[config.mk]
export PLATFORM = sky130hd
export DESIGN_NAME = greedy_change_maker
export DESIGN_NICKNAME = d
export VERILOG_FILES = /design/src/rtl/core/gcm_pkg.sv /design/src/rtl/core/greedy_change_maker.sv /design/src/rtl/core/gcm_stage.sv
export SDC_FILE = /design/constraint.sdc
export NUM_CORES = 2
export LEC_CHECK = 0
export ABC_AREA = 1
export BUFFER_PORTS_ARGS = -buffer_cell sky130_fd_sc_hd__buf_2
export CAP_MARGIN = 20
export CORE_AREA = 2 2 457 459
export DETAILED_ROUTE_END_ITERATION = 8
export DIE_AREA = 0 0 459 461
export PLACE_DENSITY_LB_ADDON = 0.05
export SKIP_CTS_REPAIR_TIMING = 1
export SYNTH_ARGS = -nofsm -noshare
export SYNTH_HDL_FRONTEND = slang
export SYNTH_HIERARCHICAL = 1
export SYNTH_SLANG_ARGS = --single-unit
[constraint.sdc]
create_clock -name clk -period 71.8 [get_ports clk]
set_input_delay 7.18 -clock clk [delete_from_list [all_inputs] [get_ports clk]]
set_output_delay 7.18 -clock clk [all_outputs]
set_load 0.02 [all_outputs]
[src/rtl/core/gcm_pkg.sv]
// ----------------------------------------------------------------------------
// gcm_pkg
// Types and constants shared by the greedy change maker pipeline.
// ----------------------------------------------------------------------------
package gcm_pkg;

  localparam int unsigned SLOT_COUNT  = 4;
  localparam int unsigned AMT_W       = 16;
  localparam int unsigned CNT_W       = 8;
  localparam int unsigned BITS_PER_ST = 2;
  localparam int unsigned ST_PER_SLOT = CNT_W / BITS_PER_ST;
  localparam int unsigned STAGES      = SLOT_COUNT * ST_PER_SLOT;

  localparam logic [2:0] REG_COINS_IN_USE = 3'd0;
  localparam logic [2:0] REG_COIN_VALUE_0 = 3'd1;
  localparam logic [2:0] REG_COIN_VALUE_1 = 3'd2;
  localparam logic [2:0] REG_COIN_VALUE_2 = 3'd3;
  localparam logic [2:0] REG_COIN_VALUE_3 = 3'd4;

  typedef struct packed {
    logic [AMT_W-1:0]                 rest;
    logic [SLOT_COUNT-1:0][CNT_W-1:0] stock;
    logic [SLOT_COUNT-1:0][CNT_W-1:0] used;
  } pipe_t;

endpackage

[src/rtl/core/greedy_change_maker.sv]
// Each stage registers its result and settles two count bits.
// Throughput: one item per cycle; the whole pipeline holds while a result
// waits under out_stall.
// Reset: synchronous, active low; clears all stage valid bits and loads the
// default denominations 1, 2, 5, 10 with four in use.
// ----------------------------------------------------------------------------
// greedy_change_maker
// Greedy change making with limited stock, as a 16-stage pipeline.
// ----------------------------------------------------------------------------
module greedy_change_maker #(
  parameter int unsigned MAX_COINS = 4
) (
  input  logic        clk,
  input  logic        rst_n,
  input  logic        cfg_we,
  input  logic [2:0]  cfg_index,
  input  logic [15:0] cfg_wdata,
  input  logic        in_valid,
  output logic        in_stall,
  input  logic [15:0] in_amount,
  input  logic [7:0]  in_stock_0,
  input  logic [7:0]  in_stock_1,
  input  logic [7:0]  in_stock_2,
  input  logic [7:0]  in_stock_3,
  output logic        out_valid,
  input  logic        out_stall,
  output logic        out_change_ok,
  output logic [7:0]  out_used_0,
  output logic [7:0]  out_used_1,
  output logic [7:0]  out_used_2,
  output logic [7:0]  out_used_3,
  output logic [15:0] out_remainder
);
  import gcm_pkg::*;

  localparam int unsigned LIMIT = (MAX_COINS < SLOT_COUNT) ? MAX_COINS : SLOT_COUNT;

  logic [2:0]                       coins_in_use_r;
  logic [SLOT_COUNT-1:0][AMT_W-1:0] coin_value_r;
  logic [2:0]                       active;
  logic                             advance;
  logic  [STAGES:0]                 vld;
  pipe_t [STAGES:0]                 data;

  always_ff @(posedge clk) begin
    if (!rst_n) begin
      coins_in_use_r  <= 3'd4;
      coin_value_r[0] <= 16'd1;
      coin_value_r[1] <= 16'd2;
      coin_value_r[2] <= 16'd5;
      coin_value_r[3] <= 16'd10;
    end else if (cfg_we) begin
      case (cfg_index)
        REG_COINS_IN_USE: coins_in_use_r  <= cfg_wdata[2:0];
        REG_COIN_VALUE_0: coin_value_r[0] <= cfg_wdata;
        REG_COIN_VALUE_1: coin_value_r[1] <= cfg_wdata;
        REG_COIN_VALUE_2: coin_value_r[2] <= cfg_wdata;
        REG_COIN_VALUE_3: coin_value_r[3] <= cfg_wdata;
        default: ;
      endcase
    end
  end

  assign active = (coins_in_use_r > 3'(LIMIT)) ? 3'(LIMIT) : coins_in_use_r;

  // The pipeline moves as one; it holds only while a result is refused.
  assign advance  = !(vld[STAGES] && out_stall);
  assign in_stall = !advance;

  always_comb begin
    data[0]          = '0;
    data[0].rest     = in_amount;
    data[0].stock[0] = in_stock_0;
    data[0].stock[1] = in_stock_1;
    data[0].stock[2] = in_stock_2;
    data[0].stock[3] = in_stock_3;
  end
  assign vld[0] = in_valid;

  for (genvar s = 0; s < STAGES; s++) begin : g_st
    localparam int unsigned SL = SLOT_COUNT - 1 - s / ST_PER_SLOT;
    localparam int unsigned BH = CNT_W - 1 - (s % ST_PER_SLOT) * BITS_PER_ST;
    logic en;
    assign en = (3'(SL) < active) && (coin_value_r[SL] != '0);
    gcm_stage #(.SLOT(SL), .BIT_HI(BH)) u_stage (
      .clk        (clk),
      .rst_n      (rst_n),
      .advance    (advance),
      .slot_en    (en),
      .coin_value (coin_value_r[SL]),
      .in_vld     (vld[s]),
      .in_data    (data[s]),
      .out_vld    (vld[s+1]),
      .out_data   (data[s+1])
    );
  end

  assign out_valid     = vld[STAGES];
  assign out_change_ok = (data[STAGES].rest == '0);
  assign out_used_0    = data[STAGES].used[0];
  assign out_used_1    = data[STAGES].used[1];
  assign out_used_2    = data[STAGES].used[2];
  assign out_used_3    = data[STAGES].used[3];
  assign out_remainder = data[STAGES].rest;

endmodule

[src/rtl/core/gcm_stage.sv]
// ----------------------------------------------------------------------------
// gcm_stage
// One pipeline stage: settles two count bits of one denomination.
// ----------------------------------------------------------------------------
module gcm_stage #(
  parameter int unsigned SLOT   = 3,
  parameter int unsigned BIT_HI = 7
) (
  input  logic          clk,
  input  logic          rst_n,
  input  logic          advance,
  input  logic          slot_en,
  input  logic [15:0]   coin_value,
  input  logic          in_vld,
  input  gcm_pkg::pipe_t in_data,
  output logic          out_vld,
  output gcm_pkg::pipe_t out_data
);
  import gcm_pkg::*;

  logic  vld_r;
  pipe_t data_r;
  pipe_t data_nxt;

  // Bitwise greedy search for the largest count that fits both the remaining
  // amount and the stock; the remaining amount is reduced as bits are kept.
  always_comb begin
    logic [CNT_W-1:0]       t;
    logic [CNT_W-1:0]       cand;
    logic [AMT_W+CNT_W-1:0] sh;
    data_nxt = in_data;
    t = in_data.used[SLOT];
    for (int i = 0; i < BITS_PER_ST; i++) begin
      cand = t | (CNT_W'(1) << (BIT_HI - i));
      sh   = (AMT_W+CNT_W)'(coin_value) << (BIT_HI - i);
      if (slot_en && (cand <= in_data.stock[SLOT]) &&
          (sh <= (AMT_W+CNT_W)'(data_nxt.rest))) begin
        data_nxt.rest = data_nxt.rest - sh[AMT_W-1:0];
        t = cand;
      end
    end
    data_nxt.used[SLOT] = t;
  end

  always_ff @(posedge clk) begin
    if (!rst_n) begin
      vld_r <= 1'b0;
    end else if (advance) begin
      vld_r <= in_vld;
    end
  end

  always_ff @(posedge clk) begin
    if (advance) begin
      data_r <= data_nxt;
    end
  end

  assign out_vld  = vld_r;
  assign out_data = data_r;

endmodule

Yosys cells after proc, flatten, opt, wreduce, memory -nomap -nowiden
Index checks and enable logic that the tools add are counted.
Widths: inputs -> output; s select.
{"block": "op_classes", "mux": 49, "n_reduce_logical": 80, "addsub": 32, "order_cmp": 69, "eq_ne": 4}
{"operator": "$mux 16", "count": 32}
{"operator": "$sub 16x16->16", "count": 32}
{"operator": "$le 8x8->1", "count": 28}
{"operator": "$le 23x16->1", "count": 4}
{"operator": "$le 22x16->1", "count": 4}
{"operator": "$le 21x16->1", "count": 4}
{"operator": "$le 20x16->1", "count": 4}
{"operator": "$le 19x16->1", "count": 4}
{"operator": "$le 18x16->1", "count": 4}
{"operator": "$logic_and 1x1->1", "count": 69}
{"operator": "$le 17x16->1", "count": 4}
{"operator": "$le 16x16->1", "count": 4}
{"operator": "$reduce_bool 16->1", "count": 4}
{"operator": "$le 8x8->1 const A", "count": 4}
{"operator": "$mux 8", "count": 4}
{"operator": "$mux 6", "count": 4}
{"operator": "$logic_not 16->1", "count": 1}
{"operator": "$mux 4", "count": 4}
{"operator": "$reduce_and 2->1", "count": 5}
{"operator": "$mux 2", "count": 4}
{"operator": "$eq 3x2->1 const B", "count": 2}
{"operator": "$lt 1x3->1 const A", "count": 2}
{"operator": "$lt 2x3->1 const A", "count": 2}
{"operator": "$eq 3x1->1 const B", "count": 1}
{"operator": "4 further kinds", "count": 4}
{"block": "totals", "ff_bits": 947, "in_bits": 72, "out_inout_bits": 51, "elab_cells": 363}

Longest topological paths before layout
{"block": "logic_depth", "ltp_word": 11, "depth_mapped": 31, "ltp_nobuf": 29}

Modules after synthesis
Netlist, hierarchy kept.
{"mod": "gcm_stage (g_st[13].u_stage ...)", "seq_area_each_um2": 2422.3, "instances": 3, "cells_each": 486, "area_each_um2": 4713.3}
{"mod": "gcm_stage (g_st[11].u_stage ...)", "seq_area_each_um2": 2422.3, "instances": 2, "cells_each": 607, "area_each_um2": 5366.4}
{"mod": "gcm_stage (g_st[14].u_stage ...)", "seq_area_each_um2": 2422.3, "instances": 2, "cells_each": 582, "area_each_um2": 5358.9}
{"mod": "gcm_stage (g_st[10].u_stage ...)", "seq_area_each_um2": 2422.3, "instances": 2, "cells_each": 602, "area_each_um2": 5357.6}
{"mod": "gcm_stage (g_st[15].u_stage ...)", "seq_area_each_um2": 2422.3, "instances": 2, "cells_each": 608, "area_each_um2": 5343.9}
{"mod": "gcm_stage (g_st[4].u_stage ...)", "seq_area_each_um2": 2422.3, "instances": 2, "cells_each": 434, "area_each_um2": 4454.3}
{"mod": "gcm_stage (g_st[0].u_stage ...)", "seq_area_each_um2": 2422.3, "instances": 2, "cells_each": 417, "area_each_um2": 4361.7}
{"mod": "gcm_stage (g_st[1].u_stage)", "seq_area_each_um2": 2422.3, "instances": 1, "cells_each": 516, "area_each_um2": 4887.2}
{"mod": "greedy_change_maker", "seq_area_each_um2": 1341.3, "instances": 1, "cells_each": 382, "area_each_um2": 2762.6}

Worst setup path before layout
OpenSTA, ideal clock, no wires.
{"block": "synth_timing", "path_kind": "input to output", "start": "in out_stall", "end": "out in_stall", "required_time_ns": 64.620, "path_buffers": 0, "stages": 2, "setup_slack_ns": 25.565, "t_arrival_ns": 39.055, "cell_sequence": "nand2_1 > inv_1"}
{"block": "synth_between", "elab_chain_len": 1}
{"element": "start, declared", "line_no": "greedy_change_maker.sv:26", "text": "input logic out_stall,"}
{"element": "$logic_and 1x1->1", "line_no": "greedy_change_maker.sv:67", "text": "assign advance = !(vld[STAGES] && out_stall);"}
{"element": "end, declared", "line_no": "greedy_change_maker.sv:19", "text": "output logic in_stall,"}
No other way between the ends.

Worst setup path in the final report
Same ends and word-level chain as after synthesis.

==> impl_metrics.tcl <==
set metrics [dict create \
    drt_iter0_drc 3657 \
    pre_cts_slack_ps 56490 \
    routed_wl_um 201000 \
    cts_tree "built" \
    postRouteAntennaNets 0 \
    ctsHtreeMaxLevel 4 \
    grt.total_usage_pct 19.0 \
    place_inst 11500 \
    gp_congestion 0.892 \
    core.rowCount 167 \
    ir_drop_uv 27.8 \
    holdPathEnd "g_st[9].u_stage/out_data[0]$_DFFE_PP_" \
    worstSkewPairLatency_ps 820 \
    hold_viol 0 \
    worst_setup_path_end_kind "output pin" \
    start_util_pct 36.6 \
    outcome "completed" \
    antenna_found_initial 19 \
    routed_via_density 4.76 \
    syn-cell-area_um2 75500 \
    nNetsFinal 9856 \
    firstDrtPassIters 6 \
    max-clock-path-buffers 3 \
    layout.cells.non_filler 11700 \
    crit_type "in -> out" \
    fmax_mhz 65.7 \
    dieArea_um2 212000 \
    die_h_um 461 \
    cp_slowest_cell "nand2_4" \
    drive_above_1_share_pct 9.04 \
    vias 55800 \
    io_pins 123 \
    met1_usage_pct 25.4 \
    clock_sinks 1139 \
    path_cells "buf_2, nand2_4, inv_1, buf_2" \
    cp_max_fo 54 \
    post-route-drc-count 0 \
    p_leak_nw 40.4 \
    reg2reg_depth 6 \
    clk_pin_slew_ps 60 \
    dpl.hpwl_um 155000 \
    grt_pass1_wl_um 315000 \
    holdPathStages 0 \
    fin_ws_ps 56580 \
    min_from "g_st[8].u_stage/out_data[0]$_DFFE_PP_" \
    ys.warnings.count 6 \
    required_ps 64620 \
    dieWidth_um 459 \
    regToRegSetupSlack_ps 66500 \
    cp.arrival_ps 8040 \
    worstMarginPinSlew_ps 1110 \
    r2r-end "g_st[9].u_stage/out_data[2]$_DFFE_PP_" \
    coreArea_um2 206000 \
    hold_path.class "reg -> reg" \
    start_kind "input pin" \
    finalCritPeriodShare_pct 21.2 \
    synth.avg_cell_area_um2 8.75 \
    reg2reg_from "g_st[15].u_stage/out_vld$_SDFFE_PN0P_" \
    use_met2_pct 32.7 \
    cpPeakStageDelay_ps 490 \
    rsz0062_at_grt "false" \
    hold-worst-slack_ps 371 \
    met3_usage_pct 2.18 \
    first_global_vias 55600 \
    p_total_mw 3.61 \
    max-cap-violations 0 \
    grt_overflow 0 \
    grt_max_degree 184 \
    finalSetupViolations 0 \
    drv_slew 0 \
    wl_per_cell_um 17.2 \
    fin_skew_ps 82.8 \
    port_buffers 122 \
    fin_setup_tns_ps 0 \
    synthToLayoutAreaGrowth_pct 11.2 \
    utilization_pct 40.7 \
    fin_area_um2 84000 \
    grt.busiest_layer "met2" \
    power_density_nw_per_um2 42.9 \
    period_needed_ps 15220 \
    netlist_instances 8632 \
    cts_root_buf "clkbuf_16" \
    worst_slew_margin_rel_pct 26.1 \
    cp_common_cell "buf_2" \
    cts-buffers-inserted 138 \
    postPlaceCellArea_um2 79400 \
]
critical path: cells and delay by family:
kind | cells | cell delay [ps]
buffers and inverters | 3 | 370
and+or+nand+nor | 1 | 490
power breakdown:
part / switching (mW) / internal [mW] / total, mW
registers: 0.0754 / 0.904 / 0.980
clock network: 0.304 / 0.399 / 0.703
logic: 1.25 / 0.676 / 1.93
cell usage in the layout, fill, tap and decap left out, types with 40 or more instances in the layout:
master	count
nand2_1	2184
inv_1	1364
edfxtp_1	1056
ha_1	836
nand3_1	651
nor2_1	588
a21oi_1	446
o21ai_0	219
nand2_2	186
xor2_1	175
clkbuf_16	138
nand4_1	123
buf_2	122
dfxtp_1	83
xnor2_1	71
buf_4	70
and2_1	60
inv_2	57
nand2_4	55
a21o_1	41
nand3b_1	40
registers in the layout, indices dropped and copies added (netlist names):
name                   flops
coins_in_use_r             3
g_st.u_stage/out_vld      16
coin_value_r              64
g_st.u_stage/out_data   1056
per-layer routing:
layer | share of wire (%) | wire length (um) | vias up
li1 | - | - | 28800
met1 | 47 | 94600 | 25900
met2 | 48 | 95900 | 904
met3 | 3.2 | 6440 | 254
met4 | 2.2 | 4400 | 0
met5 | 0 | 0 | -
worst max-delay path by stage:
| stage | start | to | slack [ps] |
|---|---|---|---|
| after floorplan | out_stall | in_stall | 31020 |
| after global placement | out_stall | in_stall | 56510 |
| after detailed placement | out_stall | in_stall | 56490 |
| after CTS | out_stall | in_stall | 56500 |
| after global routing | out_stall | in_stall | 56450 |
| final | out_stall | in_stall | 56580 |
area by class of cell:
class,count,area (um^2)
antenna,6,15.0
clock buffer,153,3520
clock inverter,100,1100
fill,20800,122000
inverter,1424,5360
multi-input combinational,6019,36100
sequential,1139,33400
tap,2704,3380
timing repair buffer,194,1180
(Power assumes the default switching activity.)
